**config.mk**
```make
export PLATFORM = sky130hd
export DESIGN_NAME = cc20_fifo
export DESIGN_NICKNAME = d
export VERILOG_FILES = /design/src/rtl/core/cc20_fifo.sv
export SDC_FILE = /design/constraint.sdc
export NUM_CORES = 1
export LEC_CHECK = 0
export ABC_AREA = 1
export BUFFER_PORTS_ARGS = -buffer_cell sky130_fd_sc_hd__buf_2
export CORE_AREA = 2 2 50 56
export CTS_BUF_LIST = sky130_fd_sc_hd__clkbuf_8
export CTS_CLUSTER_DIAMETER = 150
export CTS_CLUSTER_SIZE = 20
export DETAILED_ROUTE_END_ITERATION = 8
export DIE_AREA = 0 0 52 58
export GPL_ROUTABILITY_DRIVEN = 0
export PLACE_DENSITY = 0.64
export SLEW_MARGIN = 10
export SYNTH_ARGS = -nofsm -noshare
export SYNTH_HDL_FRONTEND = slang
export SYNTH_SLANG_ARGS = --single-unit
```
**constraint.sdc**
```tcl
create_clock -name clk -period 1.6 [get_ports clk]
set_clock_uncertainty 0.05 [all_clocks]
set_input_delay 0.16 -clock clk [delete_from_list [all_inputs] [get_ports clk]]
set_output_delay 0.16 -clock clk [all_outputs]
set_load 0.005 [all_outputs]
```
**src/rtl/core/cc20_fifo.sv**
```systemverilog
// Small register queue used between the front, the back and the result port.
// Depends on nothing; DEPTH must be a power of two of at least two.
`timescale 1ns / 1ps

module cc20_fifo #(
    parameter int WIDTH = 8,
    parameter int DEPTH = 2
) (
    input  logic             clk,
    input  logic             rst_n,
    input  logic             wr_en,
    input  logic [WIDTH-1:0] wr_data,
    input  logic             rd_en,
    output logic [WIDTH-1:0] rd_data,
    output logic             full,
    output logic             empty
);

    localparam int AW = $clog2(DEPTH);

    logic [WIDTH-1:0] slot_reg [DEPTH];
    logic [AW-1:0]    wr_ptr_reg;
    logic [AW-1:0]    rd_ptr_reg;
    logic [AW:0]      cnt_reg;
    logic [AW:0]      cnt_next;

    assign full    = (cnt_reg == (AW+1)'(DEPTH));
    assign empty   = (cnt_reg == '0);
    assign rd_data = slot_reg[rd_ptr_reg];

    always_comb
    begin
        cnt_next = cnt_reg;
        if (wr_en && !rd_en)
        begin
            cnt_next = cnt_reg + 1'b1;
        end
        else if (rd_en && !wr_en)
        begin
            cnt_next = cnt_reg - 1'b1;
        end
    end

    always_ff @(posedge clk or negedge rst_n)
    begin
        if (!rst_n)
        begin
            wr_ptr_reg <= '0;
            rd_ptr_reg <= '0;
            cnt_reg    <= '0;
        end
        else
        begin
            if (wr_en)
            begin
                wr_ptr_reg <= wr_ptr_reg + 1'b1;
            end
            if (rd_en)
            begin
                rd_ptr_reg <= rd_ptr_reg + 1'b1;
            end
            cnt_reg <= cnt_next;
        end
    end

    always_ff @(posedge clk)
    begin
        if (wr_en)
        begin
            slot_reg[wr_ptr_reg] <= wr_data;
        end
    end

endmodule

```
==> impl_metrics.csv, run 1 <==
group,metric,value,unit
cells_and_area,fin_nets,91,
yosys,synth_seq_cells,20,
clocking,cts_buffers,3,
global_route,grt_start_max_net_pins,12,
routing,drcViolationCount,0,
yosys,yosys_warnings,0,
cells_and_area,largest_reg_flops,16,
routing,dr.pass1.iters,2,
routing,vias_per_cell,4.176,
pwr,ir_worst_vdd,0.0007177,V
clocking,cts-root-buf,"clkbuf_8",
floorplanning,core_area,2449,um^2
sta,hold_viol_final,0,
floorplanning,die_w,52,um
cells_and_area,nFillCells,231,
clocking,cts_tree,"done",
floorplanning,die_height,58,um
yosys,yosysUniqueCellTypes,12,
sta,fmax,690.4,MHz
sta,tightest_slew,324.0,ps
worst_setup_path,crit_chain,"mux2_4 -> buf_2",
yosys,synthTopCellsByArea,"edfxtp_1, mux2_4, dfrtp_1, inv_1, nand2_1",
hold_path,hold_class,"input port to register",
clocking,insertion_delay,240,ps
cells_and_area,area_growth,24.92,%
worst_setup_path,crit_path_start_kind,"register",
worst_setup_path,critPathBufInv,1,
placed_design,io_buffer_count,21,
worst_setup_path,crit_required,1390,ps
worst_setup_path,worstSetupPathType,"register to primary output",
worst_setup_path,cp_slowest_cell,"dfrtp_2",
routing,wl_met3,76,um
clocking,postCtsSetupRepairBufs,0,
worst_setup_path,cpPeakStageDelay,540,ps
clocking,cts.sinks,20,
sta,setup_tns,0,ps
worst_setup_path,crit_family,"flip-flops",
sta,max_slew_margin,0.7838,
cells_and_area,num_antenna_cells,0,
global_route,grt-ovfl-total,0,
status,status,"complete, no violations",
cells_and_area,drive_gt1_frac,0.4545,
floorplanning,boundaryPins,22,
pwr,leakage,0.4652,nW
routing,routed_wl,1142,um
worst_setup_path,cp.arrival,1240,ps
job,max_cap_viol_count,0,
yosys,yosysSeqAreaShare,0.7095,
clocking,clk_pin_slew_worst_paths,60,ps
yosys,synth_fp_nets,63,
global_route,grt_antenna_before_repair,0,
yosys,synth_area_per_cell,16.37,um^2
routing,drt-initial-drc-count,6,
floorplanning,placementRows,19,
floorplanning,die_area,3016,um^2
routing,routed.top_layer,"met3",
sta,rsz0062_at_grt,"no",
routing,wl_met1,502,um
routing,wl_per_cell,10.57,um
pwr,power_density,1560,nW/um^2
worst_setup_path,crit_path_max_fanout,9,
worst_setup_path,endpoint_kind,"primary output",
yosys,yosys.area.top_type,"edfxtp_1",
global_route,grtUsageTotal,0.08275,
sta,setup_ws,151.5,ps
clocking,cts_max_level,1,
yosys,synthesis.area,818.3,um^2
sta,period_minus_slack,1448,ps
clocking,cts_buffer_depth,2,
yosys,synth_top_cell_area_share,0.5872,
global_route,grt_pass1_vias,426,
routing,route.vias.total,451,
sta,maxSlewViolCount,0,
global_route,grt_pass1_wl,1849,um
placed_design,pre_cts_slack,254.9,ps
routing,ant_nets,0,
sta,setup_viol,0,
routing,wl_met2,563,um
yosys,synth_cells,50,
floorplanning,start_util,0.3342,
sta,fin_crit_sh,0.9053,
cells_and_area,post-route-util,0.4175,
## Yosys cell counts (all sizes together)
master and count:
nand2 5, buf 1, nand3 1, nor2 3
ha 1, xor2 2, dfrtp 4, nand4 1
xnor2 1, mux2 8, inv 7, edfxtp 16
## timing repair
action	CTS	global route
endpoints found under the hold margin	4	0
hold buffers	1	0
setup endpoints to repair	8	0
resized for setup	1	0
## report_power, final
part	internal [W]	switching [W]	total [W]	leakage [nW]
Combinational	0.000289	0.000168	0.000458	0.242
Sequential	0.000710	0.000120	0.000829	0.196
Clock	0.000170	0.000138	0.000308	0.0269
## cell usage in the layout (no fill, tap or decap), drive strengths merged
cell,synthesis,final
buf,1,23
xnor2,1,1
inv,7,8
clkbuf,0,3
ha,1,1
dlygate4sd3,0,1
edfxtp,16,16
nor2,3,3
dfrtp,4,4
nand4,1,1
nand3,1,1
nand2,5,5
mux2,8,8
xor2,2,2
## stage by stage
step	std cells	total power, W	instance area (um^2)	hold slack, ps
after floorplan	50	0.001135	818.3	-185.6
after global placement	103	0.001287	965.9	-78.85
after detailed placement	103	0.001307	965.9	-78.20
after CTS	108	0.001622	1022	45.33
after global routing	108	0.001691	1022	47.00
final	108	0.001595	1022	51.56
## path summary, 6_finish.rpt
kind	from	end	slack, ps	depth (start not counted)
min in group asynchronous	rst_n	cnt_reg[1]	190	2
max in group asynchronous	rst_n	rd_ptr_reg	1180	2
setup reg to reg	wr_ptr_reg	slot_reg[1][3]	530	2
hold / removal	wr_data[3]	slot_reg[1][3]	50	1
setup / recovery	rd_ptr_reg	rd_data[3]	150	2
hold reg to reg	wr_ptr_reg	wr_ptr_reg	450	1
## metal layers
layer | vias up | GRT usage
li1 | 225 | -
met1 | 211 | 0.1054
met2 | 15 | 0.1429
met3 | 0 | 0.01546
met4 | 0 | 0.02256
met5 | - | 0
## final cells by class
cell class / count / area (um^2) / area share
Clock inverter: 1 / 3.754 / 0.003672
Clock buffer: 3 / 41.29 / 0.04039
Sequential cell: 20 / 581.8 / 0.5692
Tap cell: 31 / 38.79 / 0.03794
Timing Repair Buffer: 24 / 130.1 / 0.1273
Multi-Input combinational cell: 22 / 200.2 / 0.1958
Inverter: 7 / 26.28 / 0.02570
## kinds of logic after synthesis
kind of cell	synth area share
buffers and inverters	0.04588
multiplexers	0.1468
flip-flops	0.7095
adder cells (fa/ha/maj)	0.01529
AND/OR/NAND/NOR	0.05046
XOR/XNOR	0.03212
(Power assumes the default switching activity.)
==> run 2, diff against run 1 <==
CORE_AREA = 2 2 43 65   (was 2 2 50 56)
DIE_AREA = 0 0 45 67   (was 0 0 52 58)
==> run 2 against run 1 <==
Against the previous run: count of clock-buffer cells in the layout is the same; maximum frequency shrank 0.67%; die area is essentially flat; utilization increased by 0.87 points; design area is 0.98% higher; total power grew 12%; combinational power down 1%; worst hold slack worse by 6.7 ps; critical endpoint is now rd_data[7]; largest cell class unchanged.
==> impl_metrics.csv, run 2 (synthesis results as in run 1) <==
group,metric,value,unit
clocking,cts.sinks,20,
routing,drt-initial-drc-count,8,
worst_setup_path,crit_path_max_fanout,9,
clocking,cts_buffer_depth,2,
global_route,grt_pass1_vias,478,
cells_and_area,num_antenna_cells,0,
hold_path,hold_class,"input port to register",
clocking,clk_pin_slew_worst_paths,70,ps
sta,max_slew_margin,0.7856,
worst_setup_path,crit_family,"flip-flops",
global_route,grtUsageTotal,0.1025,
job,max_cap_viol_count,0,
sta,setup_ws,141.7,ps
clocking,cts_buffers,3,
placed_design,hpwl,996.7,um
sta,rsz0062_at_grt,"no",
floorplanning,core_area,2422,um^2
floorplanning,start_util,0.3378,
worst_setup_path,crit_path_start_kind,"register",
cells_and_area,largest_reg_flops,16,
routing,route.vias.total,458,
clocking,insertion_delay,250,ps
cells_and_area,fin_nets,90,
sta,hold_viol_final,0,
worst_setup_path,worstSetupPathType,"register to primary output",
status,status,"complete, no violations",
cells_and_area,drive_gt1_frac,0.4605,
floorplanning,die_w,45,um
routing,ant_nets,0,
pwr,leakage,0.4689,nW
clocking,postCtsSetupRepairBufs,0,
sta,maxSlewViolCount,0,
clocking,cts_max_level,1,
placed_design,io_buffer_count,21,
worst_setup_path,endpoint_kind,"primary output",
floorplanning,die_height,67,um
floorplanning,die_area,3015,um^2
global_route,grt-ovfl-total,0,
cells_and_area,final_cell_area,1032,um^2
routing,drcViolationCount,0,
clocking,cts_tree,"done",
placed_design,pre_cts_slack,243.3,ps
routing,dr.pass1.iters,4,
worst_setup_path,cp_slowest_cell,"dfrtp_2",
clocking,cts-root-buf,"clkbuf_8",
worst_setup_path,critPathBufInv,1,
placed_design,placed_area,949.7,um^2
cells_and_area,area_growth,26.15,%
pwr,ir_worst_vdd,0.0008039,V
cells_and_area,mostFrequentLayoutCells,"buf_2, edfxtp_1, mux2_4",
global_route,grt_antenna_before_repair,0,
sta,setup_tns,0,ps
worst_setup_path,r2r_slack,520,ps
worst_setup_path,crit_chain,"mux2_4 -> buf_2",
global_route,grt_pass1_wl,2152,um
routing,routed_wl,1321,um
sta,fmax,685.7,MHz
floorplanning,boundaryPins,22,
cells_and_area,final_common_cell,"buf_2",
sta,tightest_slew,321.2,ps
worst_setup_path,cp.arrival,1250,ps
sta,setup_viol,0,
worst_setup_path,crit_required,1390,ps
routing,wl_per_cell,13.21,um
sta,fin_crit_sh,0.9114,
worst_setup_path,cpPeakStageDelay,540,ps
floorplanning,placementRows,22,
global_route,grt_start_max_net_pins,13,
sta,period_minus_slack,1458,ps
routing,vias_per_cell,4.580,
pwr,power_density,1724,nW/um^2
-- run 2: power by group --
| part | total (W) | switching (W) | leakage [nW] | internal (W) |
|---|---|---|---|---|
| Combinational | 0.000452 | 0.000171 | 0.237 | 0.000281 |
| Sequential | 0.000832 | 0.000123 | 0.196 | 0.000709 |
| Clock | 0.000495 | 0.000161 | 0.0357 | 0.000333 |
| Total | 0.00178 | 0.000455 | 0.469 | 0.00132 |
-- run 2: metal layers --
metal	up-vias	track usage	share of wire
met5	-	0	0
met3	0	0.02710	0.055
met1	221	0.1090	0.38
met2	15	0.1875	0.57
met4	0	0.03309	0
li1	222	-	-
-- run 2: worst paths after layout --
check / start / end / cells past startpoint
min in group asynchronous: rst_n / wr_ptr_reg / 2
setup reg to reg: wr_ptr_reg / slot_reg[1][4] / 2
setup / recovery: rd_ptr_reg / rd_data[7] / 2
hold / removal: wr_data[3] / slot_reg[0][3] / 1
max in group asynchronous: rst_n / rd_ptr_reg / 2
hold reg to reg: wr_ptr_reg / wr_ptr_reg / 1
-- run 2: worst reg2reg max path, stage by stage, from the launching register on --
cell and delay [ps]:
dfrtp_1 390, nand2_1 60, inv_1 250
-- run 2: cell type report --
class | instances | area (um^2)
Multi-Input combinational cell | 22 | 200.2
Clock buffer | 3 | 41.29
Timing Repair Buffer | 23 | 122.6
Tap cell | 24 | 30.03
Fill cell | 242 | 1390
Sequential cell | 20 | 581.8
Inverter | 7 | 26.28
Clock inverter | 1 | 30.03
-- run 2: per-stage QoR --
step	util	power [W]	hold WS, ps	instances
final	0.4261	0.001779	44.85	100
after global routing	0.4261	0.001873	38.14	100
after CTS	0.4261	0.001802	39.95	100
after detailed placement	0.3920	0.001306	-78.52	95
after global placement	0.3920	0.001272	-79.69	95
after floorplan	-	0.001135	-185.6	50
-- run 2: what timing repair did --
action / CTS / global route
endpoints found under the hold margin: 4 / 0
gates resized for setup: 1 / 0
hold buffers: 1 / 0
setup endpoints to repair: 8 / 0
