$ cat config.mk
export PLATFORM = sky130hd
export DESIGN_NAME = cc20_front
export DESIGN_NICKNAME = d
export VERILOG_FILES = /design/src/rtl/core/cc20_pkg.sv /design/src/rtl/core/cc20_front.sv
export SDC_FILE = /design/constraint.sdc
export NUM_CORES = 1
export LEC_CHECK = 0
export BUFFER_PORTS_ARGS = -buffer_cell sky130_fd_sc_hd__buf_2
export CAP_MARGIN = 20
export CELL_PAD_IN_SITES_DETAIL_PLACEMENT = 0
export CELL_PAD_IN_SITES_GLOBAL_PLACEMENT = 1
export CORE_ASPECT_RATIO = 1.2
export CORE_MARGIN = 2
export CORE_UTILIZATION = 36
export DETAILED_ROUTE_END_ITERATION = 10
export GPL_TIMING_DRIVEN = 1
export PLACE_DENSITY_LB_ADDON = 0.1
export SLEW_MARGIN = 30
export SYNTH_ARGS = -nofsm -noshare
export SYNTH_HDL_FRONTEND = slang
export SYNTH_SLANG_ARGS = --single-unit
export TNS_END_PERCENT = 20
$ cat constraint.sdc
create_clock -name clk -period 5 [get_ports clk]
set_input_delay 0.5 -clock clk [delete_from_list [all_inputs] [get_ports clk]]
set_output_delay 0.5 -clock clk [all_outputs]
set_load 0.05 [all_outputs]
$ cat src/rtl/core/cc20_pkg.sv
// Types, constants and round functions for the ChaCha20 stream cipher.
// No dependencies; imported by every module of the block but cc20_fifo.
`timescale 1ns / 1ps

package cc20_pkg;

    localparam int DOUBLE_ROUNDS_DEF = 10;
    localparam int QUEUE_DEPTH_DEF   = 2;
    localparam int CFG_DATA_W        = 64;
    localparam int CFG_INDEX_W       = 3;

    localparam logic [31:0] COUNTER_RESET = 32'd1;
    localparam logic [31:0] SIGMA_0 = 32'h61707865;
    localparam logic [31:0] SIGMA_1 = 32'h3320646e;
    localparam logic [31:0] SIGMA_2 = 32'h79622d32;
    localparam logic [31:0] SIGMA_3 = 32'h6b206574;

    localparam logic [2:0] FULL_WORD_BYTES = 3'd4;

    typedef enum logic [CFG_INDEX_W-1:0] {
        REG_KEY_01   = 3'd0,
        REG_KEY_23   = 3'd1,
        REG_KEY_45   = 3'd2,
        REG_KEY_67   = 3'd3,
        REG_NONCE_01 = 3'd4,
        REG_NONCE_2  = 3'd5,
        REG_INIT_CTR = 3'd6
    } reg_idx_e;

    typedef struct packed {
        logic [31:0] data_in;
        logic [2:0]  byte_count;
        logic        message_start;
    } in_item_t;

    typedef struct packed {
        logic [31:0] data_out;
        logic [2:0]  out_byte_count;
    } out_item_t;

    // Classified word handed from the front to the back.
    typedef struct packed {
        logic [31:0] data;
        logic [2:0]  count;
        logic [3:0]  pos;
        logic        gen;
        logic [31:0] counter;
    } job_t;

    typedef struct packed {
        logic [7:0][31:0] key;
        logic [2:0][31:0] nonce;
    } cfg_t;

    typedef logic [15:0][31:0] state_t;

    typedef struct packed {
        logic [31:0] a;
        logic [31:0] b;
        logic [31:0] c;
        logic [31:0] d;
    } qr_t;

    function automatic logic [31:0] rotl(input logic [31:0] v, input int n);
        return (v << n) | (v >> (32 - n));
    endfunction

    function automatic qr_t qround(input logic [31:0] a, input logic [31:0] b,
                                   input logic [31:0] c, input logic [31:0] d);
        qr_t r;
        r.a = a + b;      r.d = rotl(d ^ r.a, 16);
        r.c = c + r.d;    r.b = rotl(b ^ r.c, 12);
        r.a = r.a + r.b;  r.d = rotl(r.d ^ r.a, 8);
        r.c = r.c + r.d;  r.b = rotl(r.b ^ r.c, 7);
        return r;
    endfunction

    function automatic state_t column_round(input state_t s);
        state_t o;
        qr_t q0, q1, q2, q3;
        q0 = qround(s[0], s[4], s[8],  s[12]);
        q1 = qround(s[1], s[5], s[9],  s[13]);
        q2 = qround(s[2], s[6], s[10], s[14]);
        q3 = qround(s[3], s[7], s[11], s[15]);
        o[0] = q0.a; o[4] = q0.b; o[8]  = q0.c; o[12] = q0.d;
        o[1] = q1.a; o[5] = q1.b; o[9]  = q1.c; o[13] = q1.d;
        o[2] = q2.a; o[6] = q2.b; o[10] = q2.c; o[14] = q2.d;
        o[3] = q3.a; o[7] = q3.b; o[11] = q3.c; o[15] = q3.d;
        return o;
    endfunction

    function automatic state_t diagonal_round(input state_t s);
        state_t o;
        qr_t q0, q1, q2, q3;
        q0 = qround(s[0], s[5], s[10], s[15]);
        q1 = qround(s[1], s[6], s[11], s[12]);
        q2 = qround(s[2], s[7], s[8],  s[13]);
        q3 = qround(s[3], s[4], s[9],  s[14]);
        o[0] = q0.a; o[5] = q0.b; o[10] = q0.c; o[15] = q0.d;
        o[1] = q1.a; o[6] = q1.b; o[11] = q1.c; o[12] = q1.d;
        o[2] = q2.a; o[7] = q2.b; o[8]  = q2.c; o[13] = q2.d;
        o[3] = q3.a; o[4] = q3.b; o[9]  = q3.c; o[14] = q3.d;
        return o;
    endfunction

    function automatic state_t init_state(input cfg_t cfg, input logic [31:0] counter);
        state_t s;
        s[0] = SIGMA_0;
        s[1] = SIGMA_1;
        s[2] = SIGMA_2;
        s[3] = SIGMA_3;
        for (int i = 0; i < 8; i++)
        begin
            s[4 + i] = cfg.key[i];
        end
        s[12] = counter;
        s[13] = cfg.nonce[0];
        s[14] = cfg.nonce[1];
        s[15] = cfg.nonce[2];
        return s;
    endfunction

    function automatic logic [2:0] sat_count(input logic [2:0] count);
        return (count > FULL_WORD_BYTES) ? FULL_WORD_BYTES : count;
    endfunction

    // A byte lane is kept when its index is below the valid byte count.
    function automatic logic [31:0] byte_mask(input logic [2:0] count);
        logic [31:0] m;
        for (int i = 0; i < 4; i++)
        begin
            m[8*i +: 8] = (3'(i) < count) ? 8'hFF : 8'h00;
        end
        return m;
    endfunction

endpackage

$ cat src/rtl/core/cc20_front.sv
// Front end: accepts data words, tracks word position and block counter,
// and marks the words that open a new keystream block. Uses cc20_pkg.
`timescale 1ns / 1ps

module cc20_front
    import cc20_pkg::*;
(
    input  logic        clk,
    input  logic        rst_n,
    input  logic        push,
    input  in_item_t    in_item,
    input  logic [31:0] init_counter,
    input  logic        job_full,
    output logic        job_push,
    output job_t        job
);

    logic [3:0]  pos_reg;
    logic [3:0]  pos_next;
    logic [31:0] ctr_reg;
    logic [31:0] ctr_next;
    logic [3:0]  pos_eff;
    logic [31:0] ctr_eff;

    assign job_push = push && !job_full;

    always_comb
    begin
        pos_eff = in_item.message_start ? 4'd0 : pos_reg;
        ctr_eff = in_item.message_start ? init_counter : ctr_reg;

        job.data    = in_item.data_in;
        job.count   = sat_count(in_item.byte_count);
        job.pos     = pos_eff;
        job.gen     = (pos_eff == 4'd0);
        job.counter = ctr_eff;

        pos_next = pos_eff + 4'd1;
        ctr_next = job.gen ? (ctr_eff + 32'd1) : ctr_eff;
    end

    always_ff @(posedge clk or negedge rst_n)
    begin
        if (!rst_n)
        begin
            pos_reg <= '0;
            ctr_reg <= COUNTER_RESET;
        end
        else if (job_push)
        begin
            pos_reg <= pos_next;
            ctr_reg <= ctr_next;
        end
    end

endmodule

==> implementation parameters <==
Parameter                              Value

Timing
  Total count of hold-check failures in the final report ... 0
  Final min period ... 3.03 ns
  Setup repair after global routing missed its margin ... no
  Skew final ... 0.00820 ns
  Worst max-slew margin expressed relative to the limit ... 0.478
  Final count of pins violating max slew ... 0
  Max Clk Rate ... 330 MHz
  Total negative setup slack ... 0 ns
  Fin crit share ... 0.607
  Final setup vio count ... 0
  Slack of the critical path ... 1.97 ns
  Slew @ Worst Pin ... 0.783 ns

Synth
  YS warnings ... 0
  Top_reg_cell synth ... sky130_fd_sc_hd__dfrtp_1
  Synth async-reset ratio ... 1.00
  Most frequently used cell type in the post-synthesis netlist ... sky130_fd_sc_hd__nand2_1
  Most instantiated cells after synthesis ... sky130_fd_sc_hd__nand2_1 (48), sky130_fd_sc_hd__dfrtp_1 (35), sky130_fd_sc_hd__buf_4 (33)
  Yosys cell types ... 60
  Part of the Yosys area used for sequential elements ... 0.294
  Post-synth EDFFs ... 0
  Post-Synthesis Net Count ... 433
  Post-Synthesis Cells ... 358
  Leading post-synthesis cells by cell area ... sky130_fd_sc_hd__dfrtp_1 (29%), sky130_fd_sc_hd__buf_4 (8.1%), sky130_fd_sc_hd__mux2_2 (7.0%), sky130_fd_sc_hd__nand2_1 (5.9%), sky130_fd_sc_hd__mux2i_1 (4.9%)
  Number of storage elements in the synthesis netlist ... 36
  Mean cell area of the mapped netlist ... 8.56 um2
  Netlist area before placement ... 3060 um2
  Fraction of post-synthesis cell area in the top cell type by area ... 0.286
  Library cell with the largest summed area after synthesis ... sky130_fd_sc_hd__dfrtp_1

CTS
  Clock transition at the register clock pins on the worst setup and hold paths after CTS ... 0.08 ns
  Number of buffers inserted to repair setup after CTS ... 0
  Clock Sinks ... 36
  CTS Root Buffer Type ... sky130_fd_sc_hd__clkbuf_8
  Clock latency on the worst-skew pair ... 0.30 ns
  Number of buffers created by CTS ... 5
  Longest Clk Path Bufs ... 2
  H-tree Lvls ... 2
  TritonCTS clock tree ... built
  Number of hold-repair buffers added at the cts stage ... 0
  Post-cts gate resize count ... 0

Global routing
  Tot GR Track Use ... 0.176
  Vias in the first global route ... 2632
  Pin count of the biggest net entering global routing ... 68
  Sum of overflow across all layers after global routing ... 0
  Wire length of the first global-routing pass ... 13000 um
  Antenna violations before repair ... 0

Layout
  Final Net Count ... 471
  Area of all sequential standard cells ... 902 um2
  Max reg flops ... 32
  Multi-input logic area ... 1760 um2
  Filler cell count ... 904
  Synthesis-to-finish area growth ... 10.8%
  Diodes inserted ... 0
  Fin util ... 0.414
  Ratio of cells with drive above 1 in the final layout ... 0.312

Die
  # rows ... 36
  Number of placed I/O pins ... 145
  Y dimension of the die ... 105 um
  Effective utilization at floorplan ... 0.374
  Core region area ... 8200 um2
  Overall die width ... 88.2 um
  Die Footprint ... 9270 um2

Routing
  Count of TritonRoute iterations in the first routing pass ... 4
  Drt wl/cell ... 15.7 um
  Violation count after the first detailed-route iteration ... 101
  DRC violations left ... 0
  Number of nets still failing antenna checks after routing ... 0
  Via density ... 5.31
  Total vias in the final route ... 2711
  WL final ... 8020 um

Critical path
  Ordered list of cells on the worst path ... buf_2, buf_4, nand4_1, a2111oi_4, and3_2, a21oi_1, or3_1
  Type of origin of the critical path ... primary input
  Slowest-stage cell, CP ... sky130_fd_sc_hd__buf_2
  Worst setup path startpoint ... in_item[0]
  Worst Path Arrival ... 3.22 ns
  Required time at the worst-slack endpoint ... 5.18 ns
  CP max FO ... 42
  Setup slack of the most critical reg-to-reg path ... 2.44 ns
  Classification of the worst setup path ... in2reg
  Crit-path max cell delay ... 0.60 ns
  Critical path capture point type ... flop
  Worst flop-to-flop path startpoint ... ctr_reg[0]

Placed design
  PortBufs ... 80
  Placer Congestion ... 0.815
  DP Wirelength ... 5820 um
  Worst slack at placement ... 1.65 ns

Run
  Count of max-cap constraint violations ... 0

Worst hold path
  HP Class ... in2async

Power and ir drop
  PD cells ... 330 nW/um2
  Leakage power total ... 1.63 nW
  Peak supply drop ... 0.119 mV

Outcome
  Status ... finished clean
-- layout make-up --
type | instances | share of cell area
clock inverters | 2 | 0.0103
well taps | 114 | 0.0420
repair buffers | 82 | 0.123
multi-input cells | 253 | 0.518
flip-flops and latches | 36 | 0.266
clock buffers | 6 | 0.0214
inverters | 18 | 0.0199
-- critical path, delay by kind of cell --
kind | cells | cell delay [ns]
AND/OR/NAND/NOR | 3 | 0.98
buffers and inverters | 2 | 1.04
AO/OA/AOI/OAI | 2 | 0.66
-- through the flow --
step                hold WS [ns]  cell area (um2)  power (W)  instances
CTS                        0.365             3390    0.00113        511
finish                     0.171             3400    0.00112        511
global placement           0.474             3290   0.000861        503
floorplan                  0.204             3060   0.000816        358
detailed placement         0.472             3290   0.000864        503
global route               0.211             3400    0.00119        511
-- cells by family after synthesis --
group / share of synthesized area
AOI/OAI and AO/OA: 0.175
DFF: 0.294
and+or+nand+nor: 0.233
adders and majority gates: 0.0123
buffers and inverters: 0.133
muxes: 0.119
xor gates and xnor gates: 0.0343
-- cells in the final DEF, fill, tap and decap left out, types with 3 or more instances in the layout --
master,synthesis,layout
sky130_fd_sc_hd__a21oi_1,8,8
sky130_fd_sc_hd__dfrtp_1,35,35
sky130_fd_sc_hd__nand3_1,16,16
sky130_fd_sc_hd__a31o_2,3,3
sky130_fd_sc_hd__nand4_1,8,8
sky130_fd_sc_hd__mux2i_1,15,15
sky130_fd_sc_hd__o31a_1,3,3
sky130_fd_sc_hd__nor4_1,3,3
sky130_fd_sc_hd__nor2b_1,5,5
sky130_fd_sc_hd__nor3_1,5,5
sky130_fd_sc_hd__buf_4,33,3
sky130_fd_sc_hd__and2_1,5,5
sky130_fd_sc_hd__inv_1,18,18
sky130_fd_sc_hd__buf_2,6,79
sky130_fd_sc_hd__nand3b_1,5,5
sky130_fd_sc_hd__o21ai_0,22,22
sky130_fd_sc_hd__nand4b_1,3,3
sky130_fd_sc_hd__mux2_2,19,19
sky130_fd_sc_hd__nor2_1,8,8
sky130_fd_sc_hd__clkbuf_8,0,5
sky130_fd_sc_hd__xnor2_1,6,6
sky130_fd_sc_hd__nand2_1,48,48
sky130_fd_sc_hd__and4_1,3,3
sky130_fd_sc_hd__a31oi_1,6,6
sky130_fd_sc_hd__ha_1,3,3
sky130_fd_sc_hd__o31ai_2,4,4
sky130_fd_sc_hd__xor2_1,6,6
sky130_fd_sc_hd__o31ai_1,9,9
sky130_fd_sc_hd__and3_1,6,6
-- layer usage --
layer / share of wire / GRT usage / wire [um]
met3: 0.044 / 0.0324 / 349
met1: 0.47 / 0.235 / 3780
met5: 0 / 0 / 0
met4: 0.013 / 0.0606 / 102
met2: 0.47 / 0.281 / 3790
-- worst paths after layout --
path                               end  cells after the start
min in group clk           ctr_reg[18]                      2
max reg2reg                ctr_reg[16]                      8
min                         pos_reg[3]                      1
max in group asynchronous   ctr_reg[0]                      1
max                        ctr_reg[29]                      7
min reg2reg                ctr_reg[18]                      2
-- power breakdown --
part / total, W / switching [W] / internal (W) / leakage, nW
Sequential: 0.000398 / 0.0000497 / 0.000349 / 0.445
Combinational: 0.000457 / 0.000317 / 0.000139 / 1.13
Clock: 0.000266 / 0.000118 / 0.000148 / 0.0552
Total: 0.00112 / 0.000485 / 0.000636 / 1.63
(Power assumes the default switching activity.)
